===== config.mk =====
export PLATFORM = sky130hd
export DESIGN_NAME = ber_tlv_stream_parser
export DESIGN_NICKNAME = d
export VERILOG_FILES = /design/src/design/btlv_pkg.sv /design/src/design/btlv_cell.sv /design/src/design/btlv_outq.sv /design/src/design/ber_tlv_stream_parser.sv
export SDC_FILE = /design/constraint.sdc
export NUM_CORES = 2
export LEC_CHECK = 0
export BUFFER_PORTS_ARGS = -buffer_cell sky130_fd_sc_hd__buf_4
export CORE_AREA = 3 3 664 666
export CTS_CLUSTER_SIZE = 10
export DETAILED_ROUTE_END_ITERATION = 12
export DIE_AREA = 0 0 667 669
export GPL_ROUTABILITY_DRIVEN = 0
export SETUP_SLACK_MARGIN = 0.2
export SKIP_CTS_REPAIR_TIMING = 1
export SYNTH_ARGS = -nofsm -noshare
export SYNTH_HDL_FRONTEND = slang
export SYNTH_SLANG_ARGS = --single-unit

===== constraint.sdc =====
create_clock -name clock -period 25.4 [get_ports clock]
set_input_delay 1.27 -clock clock [delete_from_list [all_inputs] [get_ports clock]]
set_output_delay 1.27 -clock clock [all_outputs]
set_load 0.02 [all_outputs]

===== src/design/btlv_pkg.sv =====
// Shared types, codes and helpers for the BER TLV stream parser.
// Used by every module in the design folder; depends on nothing else.
package btlv_pkg;

   localparam int MaxDepth     = 16;
   localparam int MaxLenOctets = 4;
   localparam int QDepth       = 4;
   localparam int QAw          = $clog2(QDepth);

   localparam logic [1:0] KIND_HEADER = 2'd0;
   localparam logic [1:0] KIND_CLOSED = 2'd1;
   localparam logic [1:0] KIND_ERROR  = 2'd2;
   localparam logic [1:0] KIND_DONE   = 2'd3;

   localparam logic [2:0] ERR_NONE      = 3'd0;
   localparam logic [2:0] ERR_TABLE     = 3'd1;
   localparam logic [2:0] ERR_OVERRUN   = 3'd2;
   localparam logic [2:0] ERR_INTEGER   = 3'd3;
   localparam logic [2:0] ERR_NULL      = 3'd4;
   localparam logic [2:0] ERR_LENGTH    = 3'd5;
   localparam logic [2:0] ERR_TOO_DEEP  = 3'd6;

   localparam logic [7:0] TAG_INTEGER = 8'h02;
   localparam logic [7:0] TAG_NULL    = 8'h05;
   localparam logic [7:0] LEN_INDEF   = 8'h80;
   localparam logic [7:0] OCTET_ONES  = 8'hFF;

   typedef enum logic [7:0] {
      PH_ID      = 8'b0000_0001,
      PH_TAGX    = 8'b0000_0010,
      PH_LEN1    = 8'b0000_0100,
      PH_LENX    = 8'b0000_1000,
      PH_CONTENT = 8'b0001_0000,
      PH_SCAN    = 8'b0010_0000,
      PH_EOC2    = 8'b0100_0000,
      PH_HALT    = 8'b1000_0000
   } phase_type;

   typedef struct packed {
      logic [32:0] end_off;
      logic        indef;
      logic [7:0]  tag;
      logic [15:0] entry;
   } stk_entry_type;

   typedef struct packed {
      logic [31:0] p;
      logic [32:0] q;
      logic [32:0] hend;
   } cell_bus_type;

   typedef struct packed {
      logic over_p;
      logic over_h;
      logic pop;
   } cell_stat_type;

   typedef struct packed {
      logic [1:0]  kind;
      logic [7:0]  tag;
      logic [4:0]  nest;
      logic [31:0] offset;
      logic [31:0] len;
      logic        indef;
      logic [15:0] idx;
      logic [2:0]  err;
      logic        last;
   } rec_type;

   function automatic rec_type make_rec(input logic [1:0] kind, input logic [7:0] tag,
                                        input logic [4:0] nest, input logic [31:0] offset,
                                        input logic [31:0] len, input logic indef,
                                        input logic [15:0] idx, input logic [2:0] err);
      rec_type r;
      r.kind   = kind;
      r.tag    = tag;
      r.nest   = nest;
      r.offset = offset;
      r.len    = len;
      r.indef  = indef;
      r.idx    = idx;
      r.err    = err;
      r.last   = 1'b0;
      return r;
   endfunction

endpackage


===== src/design/btlv_cell.sv =====
// One level of the nesting stack: holds its end offset and checks it against the byte stream.
// Depends on btlv_pkg; chained by the top level, each cell passing its pop flag downward.
module btlv_cell #(
   parameter int MAX_DEPTH = btlv_pkg::MaxDepth,
   parameter int LW        = $clog2(MAX_DEPTH + 1),
   parameter int IDX       = 0
) (
   input  logic                    clock,
   input  logic                    wr_en,
   input  btlv_pkg::stk_entry_type wr_data,
   input  logic [LW-1:0]           level,
   input  logic [LW-1:0]           chain_level,
   input  btlv_pkg::cell_bus_type  bus,
   input  logic                    pop_above,
   output btlv_pkg::stk_entry_type entry,
   output btlv_pkg::cell_stat_type stat
);

   btlv_pkg::stk_entry_type entry_ff;
   logic                    active;
   logic                    chain_active;
   logic                    chain_top;

   always_ff @(posedge clock) begin
      if (wr_en) begin
         entry_ff <= wr_data;
      end
   end

   assign active       = (LW'(IDX) < level) && !entry_ff.indef;
   assign chain_active = (LW'(IDX) < chain_level) && !entry_ff.indef;
   assign chain_top    = ((LW + 1)'(IDX + 1) >= {1'b0, chain_level});

   assign stat.over_p = active && ({1'b0, bus.p} >= entry_ff.end_off);
   assign stat.over_h = active && (bus.hend > entry_ff.end_off);
   assign stat.pop    = chain_active && (entry_ff.end_off == bus.q) && (chain_top || pop_above);
   assign entry       = entry_ff;

endmodule


===== src/design/btlv_outq.sv =====
// Small record queue between the parser core and the result channel.
// Depends on btlv_pkg; takes up to two records per cycle and gives out one per cycle while out_ready is high.
module btlv_outq (
   input  logic              clock,
   input  logic              reset,
   input  btlv_pkg::rec_type in_rec0,
   input  btlv_pkg::rec_type in_rec1,
   input  logic [1:0]        in_count,
   output logic              room,
   output logic              out_valid,
   input  logic              out_ready,
   output btlv_pkg::rec_type out_rec
);

   localparam int CW = btlv_pkg::QAw + 1;

   btlv_pkg::rec_type            mem [btlv_pkg::QDepth];
   logic [btlv_pkg::QAw-1:0]     head_ff, head_in, tail_ff, tail_in;
   logic [CW-1:0]                count_ff, count_in;
   logic                         pop;

   assign pop       = out_valid && out_ready;
   assign out_valid = (count_ff != '0);
   assign out_rec   = mem[head_ff];
   assign room      = (count_ff <= CW'(btlv_pkg::QDepth - 2));

   always_comb begin
      head_in  = head_ff + btlv_pkg::QAw'(pop);
      tail_in  = tail_ff + btlv_pkg::QAw'(in_count);
      count_in = count_ff + CW'(in_count) - CW'(pop);
   end

   always_ff @(posedge clock) begin
      if (reset) begin
         head_ff  <= '0;
         tail_ff  <= '0;
         count_ff <= '0;
      end else begin
         head_ff  <= head_in;
         tail_ff  <= tail_in;
         count_ff <= count_in;
      end
   end

   always_ff @(posedge clock) begin
      if (in_count != 2'd0) begin
         mem[tail_ff] <= in_rec0;
      end
      if (in_count == 2'd2) begin
         mem[tail_ff + btlv_pkg::QAw'(1)] <= in_rec1;
      end
   end

endmodule


===== src/design/ber_tlv_stream_parser.sv =====
// Top level of the BER TLV stream parser: byte decoder, chain of stack cells, record queue.
// Depends on btlv_pkg, btlv_cell and btlv_outq.
// A record is written into the record queue when the byte that causes it is accepted.
// Throughput: one byte per cycle while req_tready is high; req_tready drops while the
// four-record queue has fewer than two free slots.
// Reset is synchronous; it clears the parse state, the CSRs and the queue, stack cells are not cleared.
module ber_tlv_stream_parser #(
   parameter int MAX_DEPTH      = btlv_pkg::MaxDepth,
   parameter int MAX_LEN_OCTETS = btlv_pkg::MaxLenOctets
) (
   input  logic         clock,
   input  logic         reset,
   input  logic         req_tvalid,
   output logic         req_tready,
   input  logic [7:0]   req_tdata,   // data_byte
   input  logic         req_tuser,   // start_req
   output logic         rsp_tvalid,
   input  logic         rsp_tready,
   output logic [103:0] rsp_tdata,   // tag_byte, nest_level, item_offset, content_length,
                                     // indefinite, entry_index, error_code, zero fill
   output logic [1:0]   rsp_tuser,   // record_kind
   output logic         rsp_tlast,   // last
   input  logic         csr_wen,
   input  logic         csr_index,
   input  logic [31:0]  csr_wdata
);

   localparam int LW  = $clog2(MAX_DEPTH + 1);
   localparam int IW  = (MAX_DEPTH > 1) ? $clog2(MAX_DEPTH) : 1;
   localparam int LLW = $clog2(MAX_LEN_OCTETS + 1);

   btlv_pkg::phase_type     phase_ff, phase_in, e_phase;
   logic [7:0]              tag_ff, tag_in, e_tag;
   logic [LLW-1:0]          left_ff, left_in;
   logic [31:0]             acc_ff, acc_in;
   logic [31:0]             off_ff, off_in, e_off;
   logic [31:0]             start_ff, start_in, e_start;
   logic [LW-1:0]           level_ff, level_in, e_level;
   logic [15:0]             count_ff, count_in, e_count;
   logic                    pz_ff, pz_in;
   logic [1:0]              ipos_ff, ipos_in;
   logic [7:0]              ifirst_ff, ifirst_in;
   logic [15:0]             cur_ff, cur_in;
   logic [31:0]             total_ff;
   logic [15:0]             limit_ff;

   logic                    accept, start;
   logic [7:0]              b;
   logic [31:0]             p;
   logic [32:0]             q;
   logic [31:0]             acc_sh;
   logic [31:0]             hd_len;
   logic                    close_now;
   logic [LW-1:0]           chain_level, new_level;
   btlv_pkg::cell_bus_type  bus;
   btlv_pkg::cell_stat_type stats [MAX_DEPTH];
   btlv_pkg::stk_entry_type ents [MAX_DEPTH];
   btlv_pkg::stk_entry_type top_e, push_data;
   logic [MAX_DEPTH:0]      pops;
   logic [MAX_DEPTH-1:0]    overp_v, overh_v;
   logic                    over_p, over_h;
   logic                    push_en;

   logic                    lf, hd, hd_indef, do_close, fin, pushes, constructed, fail3;
   logic [31:0]             eoc_at;
   logic [LW-1:0]           t_level;
   btlv_pkg::rec_type       rec0, rec1;
   logic [1:0]              nrec;
   btlv_pkg::rec_type       out_rec;
   logic                    q_room;

   assign accept  = req_tvalid && req_tready;
   assign start   = req_tuser;
   assign b       = req_tdata;
   assign e_phase = start ? btlv_pkg::PH_ID : phase_ff;
   assign e_tag   = start ? 8'd0 : tag_ff;
   assign e_off   = start ? 32'd0 : off_ff;
   assign e_start = start ? 32'd0 : start_ff;
   assign e_level = start ? '0 : level_ff;
   assign e_count = start ? 16'd0 : count_ff;

   assign p      = e_off;
   assign q      = {1'b0, p} + 33'd1;
   assign acc_sh = {acc_ff[23:0], b};
   assign hd_len = (e_phase == btlv_pkg::PH_LENX) ? acc_sh : {24'd0, b};

   assign bus.p    = p;
   assign bus.q    = q;
   assign bus.hend = q + {1'b0, hd_len};

   assign close_now = ((e_phase == btlv_pkg::PH_EOC2) && (b == 8'd0) && (e_level != '0))
                   || ((e_phase == btlv_pkg::PH_SCAN) && pz_ff && (b == 8'd0));
   assign chain_level = close_now ? (e_level - LW'(1)) : e_level;
   assign top_e       = ents[IW'(e_level - LW'(1))];
   assign pops[MAX_DEPTH] = 1'b0;

   for (genvar i = 0; i < MAX_DEPTH; i++) begin : g_cell
      btlv_cell #(.MAX_DEPTH(MAX_DEPTH), .LW(LW), .IDX(i)) u_cell (
         .clock       (clock),
         .wr_en       (push_en && accept && (level_ff == LW'(i) || start) && (e_level == LW'(i))),
         .wr_data     (push_data),
         .level       (e_level),
         .chain_level (chain_level),
         .bus         (bus),
         .pop_above   (pops[i+1]),
         .entry       (ents[i]),
         .stat        (stats[i])
      );
      assign pops[i]    = stats[i].pop;
      assign overp_v[i] = stats[i].over_p;
      assign overh_v[i] = stats[i].over_h;
   end

   assign over_p = (|overp_v) || ((total_ff != 32'd0) && (p >= total_ff));
   assign over_h = (|overh_v) || ((total_ff != 32'd0) && (bus.hend > {1'b0, total_ff}));

   always_comb begin
      new_level = chain_level;
      for (int i = MAX_DEPTH - 1; i >= 0; i--) begin
         if (pops[i]) begin
            new_level = LW'(i);
         end
      end
   end

   always_comb begin
      phase_in  = e_phase;
      tag_in    = e_tag;
      left_in   = left_ff;
      acc_in    = acc_ff;
      off_in    = e_off;
      start_in  = e_start;
      level_in  = e_level;
      count_in  = e_count;
      pz_in     = pz_ff;
      ipos_in   = ipos_ff;
      ifirst_in = ifirst_ff;
      cur_in    = cur_ff;
      rec0      = '0;
      rec1      = '0;
      nrec      = 2'd0;
      lf        = 1'b0;
      hd        = 1'b0;
      hd_indef  = 1'b0;
      do_close  = 1'b0;
      fin       = 1'b0;
      fail3     = 1'b0;
      eoc_at    = e_start;
      push_en   = 1'b0;
      t_level   = e_level - LW'(1);
      constructed = e_tag[5];
      pushes    = 1'b0;
      push_data = '0;
      if (e_phase != btlv_pkg::PH_HALT) begin
         off_in = p + 32'd1;
         if (over_p) begin
            rec0 = btlv_pkg::make_rec(btlv_pkg::KIND_ERROR, e_tag, 5'(e_level), e_start, 32'd0,
                      1'b0, (e_phase == btlv_pkg::PH_CONTENT) ? cur_ff : e_count,
                      btlv_pkg::ERR_OVERRUN);
            nrec = 2'd1;
            phase_in = btlv_pkg::PH_HALT;
         end else begin
            unique case (e_phase)
               btlv_pkg::PH_ID: begin
                  start_in = p;
                  tag_in   = b;
                  if ((b == 8'd0) && ((e_level != '0) ? top_e.indef : (total_ff == 32'd0))) begin
                     phase_in = btlv_pkg::PH_EOC2;
                  end else if (b[4:0] == 5'h1F) begin
                     phase_in = btlv_pkg::PH_TAGX;
                  end else begin
                     phase_in = btlv_pkg::PH_LEN1;
                  end
               end
               btlv_pkg::PH_TAGX: begin
                  if (!b[7]) begin
                     phase_in = btlv_pkg::PH_LEN1;
                  end
               end
               btlv_pkg::PH_EOC2: begin
                  if (b == 8'd0) begin
                     if (e_level == '0) begin
                        rec0 = btlv_pkg::make_rec(btlv_pkg::KIND_DONE, 8'd0, 5'd0, 32'd0,
                                  e_start, 1'b0, e_count, btlv_pkg::ERR_NONE);
                        nrec = 2'd1;
                        phase_in = btlv_pkg::PH_HALT;
                     end else begin
                        do_close = 1'b1;
                     end
                  end else begin
                     tag_in = 8'd0;
                     lf     = 1'b1;
                  end
               end
               btlv_pkg::PH_LEN1: begin
                  lf = 1'b1;
               end
               btlv_pkg::PH_LENX: begin
                  acc_in  = acc_sh;
                  left_in = left_ff - LLW'(1);
                  if (acc_ff[31:24] != 8'd0) begin
                     rec0 = btlv_pkg::make_rec(btlv_pkg::KIND_ERROR, e_tag, 5'(e_level),
                               e_start, 32'd0, 1'b0, e_count, btlv_pkg::ERR_LENGTH);
                     nrec = 2'd1;
                     phase_in = btlv_pkg::PH_HALT;
                  end else if (left_ff == LLW'(1)) begin
                     hd = 1'b1;
                  end
               end
               btlv_pkg::PH_CONTENT: begin
                  if (ipos_ff == 2'd1) begin
                     ifirst_in = b;
                     ipos_in   = 2'd2;
                  end else if (ipos_ff == 2'd2) begin
                     ipos_in = 2'd0;
                     fail3 = ((ifirst_ff == 8'd0) && !b[7])
                          || ((ifirst_ff == btlv_pkg::OCTET_ONES) && b[7]);
                  end
                  if (fail3) begin
                     rec0 = btlv_pkg::make_rec(btlv_pkg::KIND_ERROR, e_tag, 5'(e_level),
                               e_start, 32'd0, 1'b0, cur_ff, btlv_pkg::ERR_INTEGER);
                     nrec = 2'd1;
                     phase_in = btlv_pkg::PH_HALT;
                  end else begin
                     acc_in = acc_ff - 32'd1;
                     fin    = (acc_ff == 32'd1);
                  end
               end
               btlv_pkg::PH_SCAN: begin
                  if (pz_ff && (b == 8'd0)) begin
                     pz_in    = 1'b0;
                     do_close = 1'b1;
                     eoc_at   = p - 32'd1;
                  end else begin
                     pz_in = (b == 8'd0);
                  end
               end
               default: begin
                  phase_in = btlv_pkg::PH_HALT;
               end
            endcase

            if (lf) begin
               if (b < btlv_pkg::LEN_INDEF) begin
                  hd = 1'b1;
               end else if (b == btlv_pkg::LEN_INDEF) begin
                  hd       = 1'b1;
                  hd_indef = 1'b1;
               end else if (int'(b[6:0]) > MAX_LEN_OCTETS) begin
                  rec0 = btlv_pkg::make_rec(btlv_pkg::KIND_ERROR, e_tag, 5'(e_level), e_start,
                            32'd0, 1'b0, e_count, btlv_pkg::ERR_LENGTH);
                  nrec = 2'd1;
                  phase_in = btlv_pkg::PH_HALT;
               end else begin
                  left_in  = LLW'(b[6:0]);
                  acc_in   = 32'd0;
                  phase_in = btlv_pkg::PH_LENX;
               end
            end

            if (hd) begin
               pushes = constructed ? (hd_indef || (hd_len != 32'd0)) : hd_indef;
               if (e_count >= limit_ff) begin
                  rec0 = btlv_pkg::make_rec(btlv_pkg::KIND_ERROR, e_tag, 5'(e_level), e_start,
                            32'd0, 1'b0, e_count, btlv_pkg::ERR_TABLE);
                  nrec = 2'd1;
                  phase_in = btlv_pkg::PH_HALT;
               end else if ((e_tag == btlv_pkg::TAG_NULL) && !hd_indef && (hd_len != 32'd0)) begin
                  rec0 = btlv_pkg::make_rec(btlv_pkg::KIND_ERROR, e_tag, 5'(e_level), e_start,
                            32'd0, 1'b0, e_count, btlv_pkg::ERR_NULL);
                  nrec = 2'd1;
                  phase_in = btlv_pkg::PH_HALT;
               end else if (!hd_indef && over_h) begin
                  rec0 = btlv_pkg::make_rec(btlv_pkg::KIND_ERROR, e_tag, 5'(e_level), e_start,
                            32'd0, 1'b0, e_count, btlv_pkg::ERR_OVERRUN);
                  nrec = 2'd1;
                  phase_in = btlv_pkg::PH_HALT;
               end else if (pushes && (e_level == LW'(MAX_DEPTH))) begin
                  rec0 = btlv_pkg::make_rec(btlv_pkg::KIND_ERROR, e_tag, 5'(e_level), e_start,
                            32'd0, 1'b0, e_count, btlv_pkg::ERR_TOO_DEEP);
                  nrec = 2'd1;
                  phase_in = btlv_pkg::PH_HALT;
               end else begin
                  rec0 = btlv_pkg::make_rec(btlv_pkg::KIND_HEADER, e_tag, 5'(e_level), e_start,
                            hd_indef ? 32'd0 : hd_len, hd_indef, e_count, btlv_pkg::ERR_NONE);
                  nrec     = 2'd1;
                  cur_in   = e_count;
                  count_in = e_count + 16'd1;
                  if (pushes) begin
                     push_en           = 1'b1;
                     push_data.end_off = hd_indef ? {1'b0, e_start} : bus.hend;
                     push_data.indef   = hd_indef;
                     push_data.tag     = e_tag;
                     push_data.entry   = e_count;
                     level_in          = e_level + LW'(1);
                     pz_in             = 1'b0;
                     phase_in = (hd_indef && !constructed) ? btlv_pkg::PH_SCAN
                                                           : btlv_pkg::PH_ID;
                  end else if (!constructed && (hd_len != 32'd0)) begin
                     acc_in   = hd_len;
                     ipos_in  = ((e_tag == btlv_pkg::TAG_INTEGER) && (hd_len > 32'd1)) ? 2'd1
                                                                                      : 2'd0;
                     phase_in = btlv_pkg::PH_CONTENT;
                  end else begin
                     fin = 1'b1;
                  end
               end
            end

            if (do_close) begin
               rec0 = btlv_pkg::make_rec(btlv_pkg::KIND_CLOSED, top_e.tag, 5'(t_level),
                         top_e.end_off[31:0], eoc_at - top_e.end_off[31:0], 1'b1, top_e.entry,
                         btlv_pkg::ERR_NONE);
               nrec = 2'd1;
               fin  = 1'b1;
            end

            if (fin) begin
               level_in = new_level;
               if ((new_level == '0) && (total_ff != 32'd0) && (q == {1'b0, total_ff})) begin
                  if (nrec == 2'd0) begin
                     rec0 = btlv_pkg::make_rec(btlv_pkg::KIND_DONE, 8'd0, 5'd0, 32'd0,
                               total_ff, 1'b0, count_in, btlv_pkg::ERR_NONE);
                     nrec = 2'd1;
                  end else begin
                     rec1 = btlv_pkg::make_rec(btlv_pkg::KIND_DONE, 8'd0, 5'd0, 32'd0,
                               total_ff, 1'b0, count_in, btlv_pkg::ERR_NONE);
                     nrec = 2'd2;
                  end
                  phase_in = btlv_pkg::PH_HALT;
               end else begin
                  phase_in = btlv_pkg::PH_ID;
               end
            end
         end
      end
      if (nrec == 2'd1) begin
         rec0.last = 1'b1;
      end
      if (nrec == 2'd2) begin
         rec1.last = 1'b1;
      end
   end

   always_ff @(posedge clock) begin
      if (reset) begin
         phase_ff  <= btlv_pkg::PH_ID;
         tag_ff    <= '0;
         left_ff   <= '0;
         acc_ff    <= '0;
         off_ff    <= '0;
         start_ff  <= '0;
         level_ff  <= '0;
         count_ff  <= '0;
         pz_ff     <= 1'b0;
         ipos_ff   <= '0;
         ifirst_ff <= '0;
         cur_ff    <= '0;
      end else if (accept) begin
         phase_ff  <= phase_in;
         tag_ff    <= tag_in;
         left_ff   <= left_in;
         acc_ff    <= acc_in;
         off_ff    <= off_in;
         start_ff  <= start_in;
         level_ff  <= level_in;
         count_ff  <= count_in;
         pz_ff     <= pz_in;
         ipos_ff   <= ipos_in;
         ifirst_ff <= ifirst_in;
         cur_ff    <= cur_in;
      end
   end

   always_ff @(posedge clock) begin
      if (reset) begin
         total_ff <= 32'd0;
         limit_ff <= 16'hFFFF;
      end else if (csr_wen) begin
         if (csr_index == 1'b0) begin
            total_ff <= csr_wdata;
         end else begin
            limit_ff <= csr_wdata[15:0];
         end
      end
   end

   btlv_outq u_outq (
      .clock     (clock),
      .reset     (reset),
      .in_rec0   (rec0),
      .in_rec1   (rec1),
      .in_count  (accept ? nrec : 2'd0),
      .room      (q_room),
      .out_valid (rsp_tvalid),
      .out_ready (rsp_tready),
      .out_rec   (out_rec)
   );

   assign req_tready = q_room;
   assign rsp_tuser  = out_rec.kind;
   assign rsp_tlast  = out_rec.last;
   assign rsp_tdata  = {7'd0, out_rec.err, out_rec.idx, out_rec.indef, out_rec.len,
                        out_rec.offset, out_rec.nest, out_rec.tag};

   a_level_bound: assert property (@(posedge clock) disable iff (reset)
      level_ff <= LW'(MAX_DEPTH))
      else $error("nesting level beyond stack depth");

   a_halt_holds: assert property (@(posedge clock) disable iff (reset)
      (phase_ff == btlv_pkg::PH_HALT) && !(accept && req_tuser) |=> phase_ff == btlv_pkg::PH_HALT)
      else $error("parser left halt without a start word");

   a_content_len: assert property (@(posedge clock) disable iff (reset)
      (phase_ff == btlv_pkg::PH_CONTENT) |-> (acc_ff != 32'd0))
      else $error("content phase with no bytes left");

   a_error_alone: assert property (@(posedge clock) disable iff (reset)
      accept && (rec0.kind == btlv_pkg::KIND_ERROR) && (nrec != 2'd0) |-> nrec == 2'd1)
      else $error("error record followed by another record");

endmodule


Word-level counts from Yosys, hierarchy flattened
Memory sizes are Yosys's and may differ from the RTL's. A register that Yosys moved wholly into a read port is not among the register bits.
Index checks and enable logic that the tools add are counted.
- RAM bits: 400
- output and inout port bits: 109
- logic and storage cells: 714
- register bits after elaboration: 1146
- latch bits: 0
- bits of input ports: 47
- memories: 1
- bits in read-only memories: 0
- div/mod/pow operators: 0
- $lt $le $gt $ge: 88
- reduce and logical (&&, ||, !) cells: 226
- bitwise operators: 7
- muxes and demuxes: 228
- equality and inequality tests: 68
- $mul: 0
- shifts and indexed selects: 0
- add/subtract/negate cells: 15
- memory list (memory ; words ; width ; rd ports ; clocked after Yosys merged registers in ; wr ports ; RTL line ; text):
    u_outq.mem ; 4 ; 100 ; 1 ; 1 ; 2 ; btlv_outq.sv:17 ; btlv_pkg::rec_type mem [btlv_pkg::QDepth];
- operators by type and width (operator ; number):
    $mux W100 ; 24
    $mux W32 ; 24
    $eq A33 B33 Y1 ; 16
    $ge A32 B33 Y1 ; 16
    $gt A33 B33 Y1 ; 16
    $mux W58 ; 8
    $pmux W100 S3 ; 1
    $bmux W58 S4 ; 1
    $mux W8 ; 25
    $logic_and A1 B1 Y1 ; 150
    $mux W16 ; 9
    $mux W5 ; 27
    $mux W57 ; 2
    $eq A5 B4 Y1 const B ; 16
    $lt A4 B5 Y1 const A ; 16
    $mux W1 ; 67
    $pmux W32 S2 ; 1
    $reduce_bool A32 Y1 ; 2
    $sub A32 B1 Y32 const B ; 2
    $mux W2 ; 25
    $pmux W8 S6 ; 1
    $eq A5 B3 Y1 const B ; 8
    $ge A4 B5 Y1 const A ; 8
    $lt A3 B5 Y1 const A ; 8
    69 further kinds ; 159

Longest topological paths before layout
- depth in word-level cells: 52
- mapped depth: 54
- mapped depth without buffers: 43

By module
From an unflattened synthesis, not the netlist that was laid out.
- cell total of the unflattened synthesis: 9617
- area total of the unflattened synthesis: 108876.9 µm²
- modules (own cells, without submodules) (module ; times used ; area an instance (µm²) ; sequential area each (µm²) ; cells each):
    ber_tlv_stream_parser ; 1 ; 29195.5 ; 4224.1 ; 3696
    btlv_outq ; 1 ; 21145.3 ; 12151.7 ; 1014
    btlv_cell at g_cell[4].u_cell ; 1 ; 3686.0 ; 1741.7 ; 306
    btlv_cell at g_cell[7].u_cell ; 1 ; 3672.3 ; 1741.7 ; 301
    btlv_cell at g_cell[9].u_cell ; 1 ; 3672.3 ; 1741.7 ; 310
    btlv_cell at g_cell[14].u_cell ; 1 ; 3669.8 ; 1741.7 ; 309
    btlv_cell at g_cell[2].u_cell ; 1 ; 3664.8 ; 1741.7 ; 305
    btlv_cell at g_cell[10].u_cell ; 1 ; 3663.5 ; 1741.7 ; 308
    btlv_cell at g_cell[1].u_cell ; 1 ; 3662.3 ; 1741.7 ; 305
    btlv_cell at g_cell[5].u_cell ; 1 ; 3661.0 ; 1741.7 ; 310
    btlv_cell at g_cell[6].u_cell ; 1 ; 3661.0 ; 1741.7 ; 305
    btlv_cell at g_cell[12].u_cell ; 1 ; 3654.8 ; 1741.7 ; 307
    btlv_cell at g_cell[8].u_cell ; 1 ; 3651.0 ; 1741.7 ; 306
    btlv_cell at g_cell[3].u_cell ; 1 ; 3647.2 ; 1741.7 ; 310
    4 more rows ; - ; - ; - ; -

Worst setup path before layout
OpenSTA, ideal clock, no wires.
- kind: input-to-reg
- start point: input port req_tuser
- end point: register g_cell[6].u_cell.entry_ff, in the netlist g_cell[6].u_cell.entry[0], enable pin
- stages on the path: 48
- setup time: 638 ps
- arrival time: 18406 ps
- setup slack: 6356 ps
- required time: 24762 ps
- buffers on the path: 12
- cell sequence: buf_4 buf_4 buf_4 buf_4 clkbuf_1 clkbuf_1 buf_2 buf_2 nor2b_1 ha_1 clkbuf_1 nand3_1 or4_1 and2_1 buf_2 buf_1 inv_1 ha_1 [12 not listed] a21oi_1 xor2_1 ha_1 nand4_1 nor3_1 a221oi_1 nand3_1 o31a_1 or4_1 nor4b_1 nand4_1 a21oi_1 nor2_1 nor2b_1 clkbuf_1 nand2_1 nor2_1 nor4b_1
- word-level cells in the longest chain between the ends: 21
- elaborated cells on any way between the ends: 152
- classes of those cells: add/sub (2); order compare (51); eq/ne (7); mux (27); reduce/logical (65)
- ends and longest elaborated chain (item ; RTL line ; text):
    from (decl) ; ber_tlv_stream_parser.sv:16 ; input logic req_tuser,
    branches (longest 20 deep; another with $add A32 B1 Y33) ; - ;
    $logic_and A1 B1 Y1 (*) ; ber_tlv_stream_parser.sv:100 ; .wr_en (push_en && accept && (level_ff == LW'(i) || start) && (e_level == LW'(i))),
    via g_cell[6].u_cell.wr_en ; btlv_cell.sv:9 ; input logic wr_en,
    to (signal assigned) ; btlv_cell.sv:26 ; entry_ff <= wr_data;
    to (decl) ; btlv_cell.sv:19 ; btlv_pkg::stk_entry_type entry_ff;
Mark *: on every way through the listed nets, which the timed path passes. The select of a mux whose other input is x is not followed.
A chain may end at the register's enable or synchronous reset.

==> flow_summary.json <==
{
  "core_um2": 434800,
  "ir_worst_vdd_mv": 0.05724,
  "fin_tns_setup_ns": 0,
  "relSlewSlack_pct": -14.07,
  "finalHoldViolCount": 0,
  "drtIter0Drc": 17030,
  "post-route-period-util_pct": 58.56,
  "final.min_clock_period_ns": 14.87,
  "die_w_um": 667,
  "status": "complete, but fails checks",
  "layout-drive-gt1-share_pct": 11.48,
  "ioPinCount": 156,
  "antenna_found_initial": 55,
  "yosys.area.top_type": "edfxtp_1",
  "finalSetupViolCount": 0,
  "p_leak_nw": 46.92,
  "pre_cts_slack_ns": 10.38,
  "firstDrtPassIters": 9,
  "route.detailed.drc": 0,
  "cp.required_ns": 26.09,
  "grt_pass1_wl_um": 699800,
  "netlist_area_um2": 108900,
  "die_h_um": 669,
  "clock_latency_ns": 0.91,
  "cts_tree": "done",
  "root_buffer": "clkbuf_16",
  "route.detailed.vias_per_inst": 5.870,
  "tightest_slew_ns": 1.695,
  "final_nets": 12090,
  "power_density_nw_per_um2": 59.94,
  "synth_commonest_cells": "ha_1, edfxtp_1, nand2_1",
  "rsz0062_at_grt": "false",
  "drv_slew": 28,
  "netlist-cell-type-count": 113,
  "final_util_pct": 28.52,
  "routedWlPerCell_um": 30.45,
  "slowest_stage": "nand3_1",
  "fmax_mhz": 67.23,
  "cts_buffer_depth": 4,
  "seq_area_frac_synth_pct": 38.84,
  "timing.clock.skew_ns": 0.09304,
  "crit_arrival_ns": 15.56,
  "critPathBufInv": 5,
  "yosys_most_used_dff": "edfxtp_1",
  "initial_core_util_pct": 25.04,
  "cts_made_buffers": 193,
  "io_buffers": 148,
  "nFillCells": 45250,
  "violations": "capacitance limit, slew limit",
  "postRouteAntennaNets": 0,
  "numClockSinks": 1546,
  "async_flop_share_pct": 0,
  "synthCells": 10690,
  "grt_max_degree": 99,
  "path_common_cell": "a21oi_1",
  "crit_fanout": 50,
  "grt_usage_pct": 21.85,
  "crit_path_start_kind": "input pin",
  "cp-end-kind": "flop",
  "globalRouteOverflowTotal": 0,
  "fin_ws_ns": 10.53,
  "hpwl_um": 379700,
  "crit_family": "compound AO/OA/AOI/OAI gates",
  "area_growth_pct": 13.93,
  "drv_cap": 13,
  "synth.most_common_cell": "ha_1",
  "syn_avg_cell_area_um2": 10.18,
  "hold_class": "reg -> reg",
  "cts.clk_slew.worst_paths_ns": 0.06,
  "synth_area_leaders": "edfxtp_1, ha_1, dfxtp_1",
  "num_rows": 242,
  "htreeDepth": 4,
  "synth_top_area_share_pct": 31.23,
  "ys.warnings.count": 0,
  "synth-edff-count": 1132,
  "die_area_um2": 446200,
  "vias": 98010,
  "drt-total-wl_um": 508400,
  "grt_pass1_vias": 90740,
  "worst-setup-path-type": "in -> reg",
  "slowest_delay_ns": 1.04,
  "yosys_register_bits": 1546
}
## kinds of logic (layout without fill, tap and decap cells)
group / after synthesis / after routing / synth area share, %
buffers and inverters: 1217 / 1458 / 4.375
AND/OR/NAND/NOR: 3248 / 3248 / 15.04
multiplexers: 359 / 359 / 7.076
adder cells (fa/ha/maj): 1204 / 1204 / 13.86
XOR/XNOR: 596 / 596 / 6.283
flip-flops: 1546 / 1546 / 38.84
other: 1 / 34 / 0.003445
AO/OA/AOI/OAI: 2519 / 2519 / 14.52
## worst reg2reg max path: cells and delay by family (launching register included)
kind                     cells  cell delay [ns]
AND/OR/NAND/NOR             11             4.95
AO/OA/AOI/OAI               19             7.20
buffers and inverters        3             0.74
flip-flops                   1             0.79
adder cells (fa/ha/maj)      2             0.58
XOR/XNOR                     2             0.37
## registers in the layout, summed over array words and instances (netlist names)
| name | flops |
|---|---|
| left_ff | 3 |
| u_outq.count_ff | 3 |
| tag_ff | 8 |
| acc_ff | 32 |
| u_outq.mem | 400 |
| phase_ff | 8 |
| ifirst_ff | 8 |
| start_ff | 32 |
| limit_ff | 16 |
| off_ff | 32 |
| level_ff | 5 |
| ipos_ff | 2 |
| total_ff | 32 |
| cur_ff | 16 |
| u_outq.tail_ff | 2 |
| count_ff | 16 |
| u_outq.head_ff | 2 |
| pz_ff | 1 |
| g_cell.u_cell.entry | 928 |
## cells in the final DEF (no fill, tap or decap), types with 34 or more instances in the layout
cell type,n
mux4_2,328
ha_1,1200
o21ai_1,95
a21oi_1,609
clkbuf_16,194
o22ai_1,141
nand4_1,280
a31oi_1,41
and3_1,89
xnor2_2,36
nor3_1,202
o2111ai_1,37
nor2_1,616
clkbuf_1,57
edfxtp_1,1132
nor2b_1,164
and2_1,50
nand3_1,428
xnor2_1,401
a21o_1,262
nand2_1,838
or4_1,41
and4_1,37
nor4_1,115
a22oi_1,70
xnor3_1,116
o21ai_0,647
xor2_1,34
buf_4,464
a211oi_1,88
o31ai_1,38
o21a_1,85
inv_1,680
o211ai_1,86
dfxtp_1,412
nand2b_1,91
or3_1,55
## power breakdown
| part | switching [mW] | internal [mW] |
|---|---|---|
| Combinational | 1.33 | 0.704 |
| Sequential | 0.0712 | 2.73 |
| Clock | 1.11 | 1.48 |
## metal layers
| metal | share of wire [%] | wire (um) | track usage [%] | vias up |
|---|---|---|---|---|
| li1 | - | - | - | 40660 |
| met5 | 0.094 | 478 | 0.6874 | - |
| met3 | 15 | 78210 | 8.725 | 1831 |
| met1 | 37 | 188400 | 27.75 | 47820 |
| met4 | 8.5 | 43030 | 14.77 | 32 |
| met2 | 39 | 198300 | 30.09 | 7680 |
## path summary, 6_finish.rpt
check	endpoint	startpoint	cells past startpoint	slack (ns)
worst max register to register	u_outq.mem[1][42]$_DFFE_PP_	off_ff[6]$_SDFFE_PP0P_	37	10.57
worst min-delay path	limit_ff[10]$_SDFFE_PP1P_	limit_ff[10]$_SDFFE_PP1P_	1	0.46
worst max-delay path	u_outq.mem[1][42]$_DFFE_PP_	req_tuser	41	10.53
worst min register to register	limit_ff[10]$_SDFFE_PP1P_	limit_ff[10]$_SDFFE_PP1P_	1	0.46
## per-stage QoR
step / area, um^2 / hold slack (ns) / power (mW) / std cells
detailed placement: 118300 / 0.4509 / 4.799 / 16370
finish: 124000 / 0.4638 / 7.434 / 16700
global route: 124000 / 0.4836 / 7.637 / 16680
global placement: 118300 / 0.4465 / 4.778 / 16370
CTS: 123800 / 0.4688 / 7.352 / 16670
floorplan: 108900 / 0.4354 / 4.041 / 10700
## final cells by class
class,instances,area [um^2],share of cell area [%]
Multi-Input combinational cell,7933,62680,50.54
Sequential cell,1546,42290,34.10
Tap cell,5734,7174,5.785
Clock buffer,256,5126,4.134
Timing Repair Buffer,473,3627,2.925
Inverter,693,2609,2.104
Clock inverter,36,442.9,0.3572
Antenna cell,27,67.56,0.05448
(Power assumes the default switching activity.)
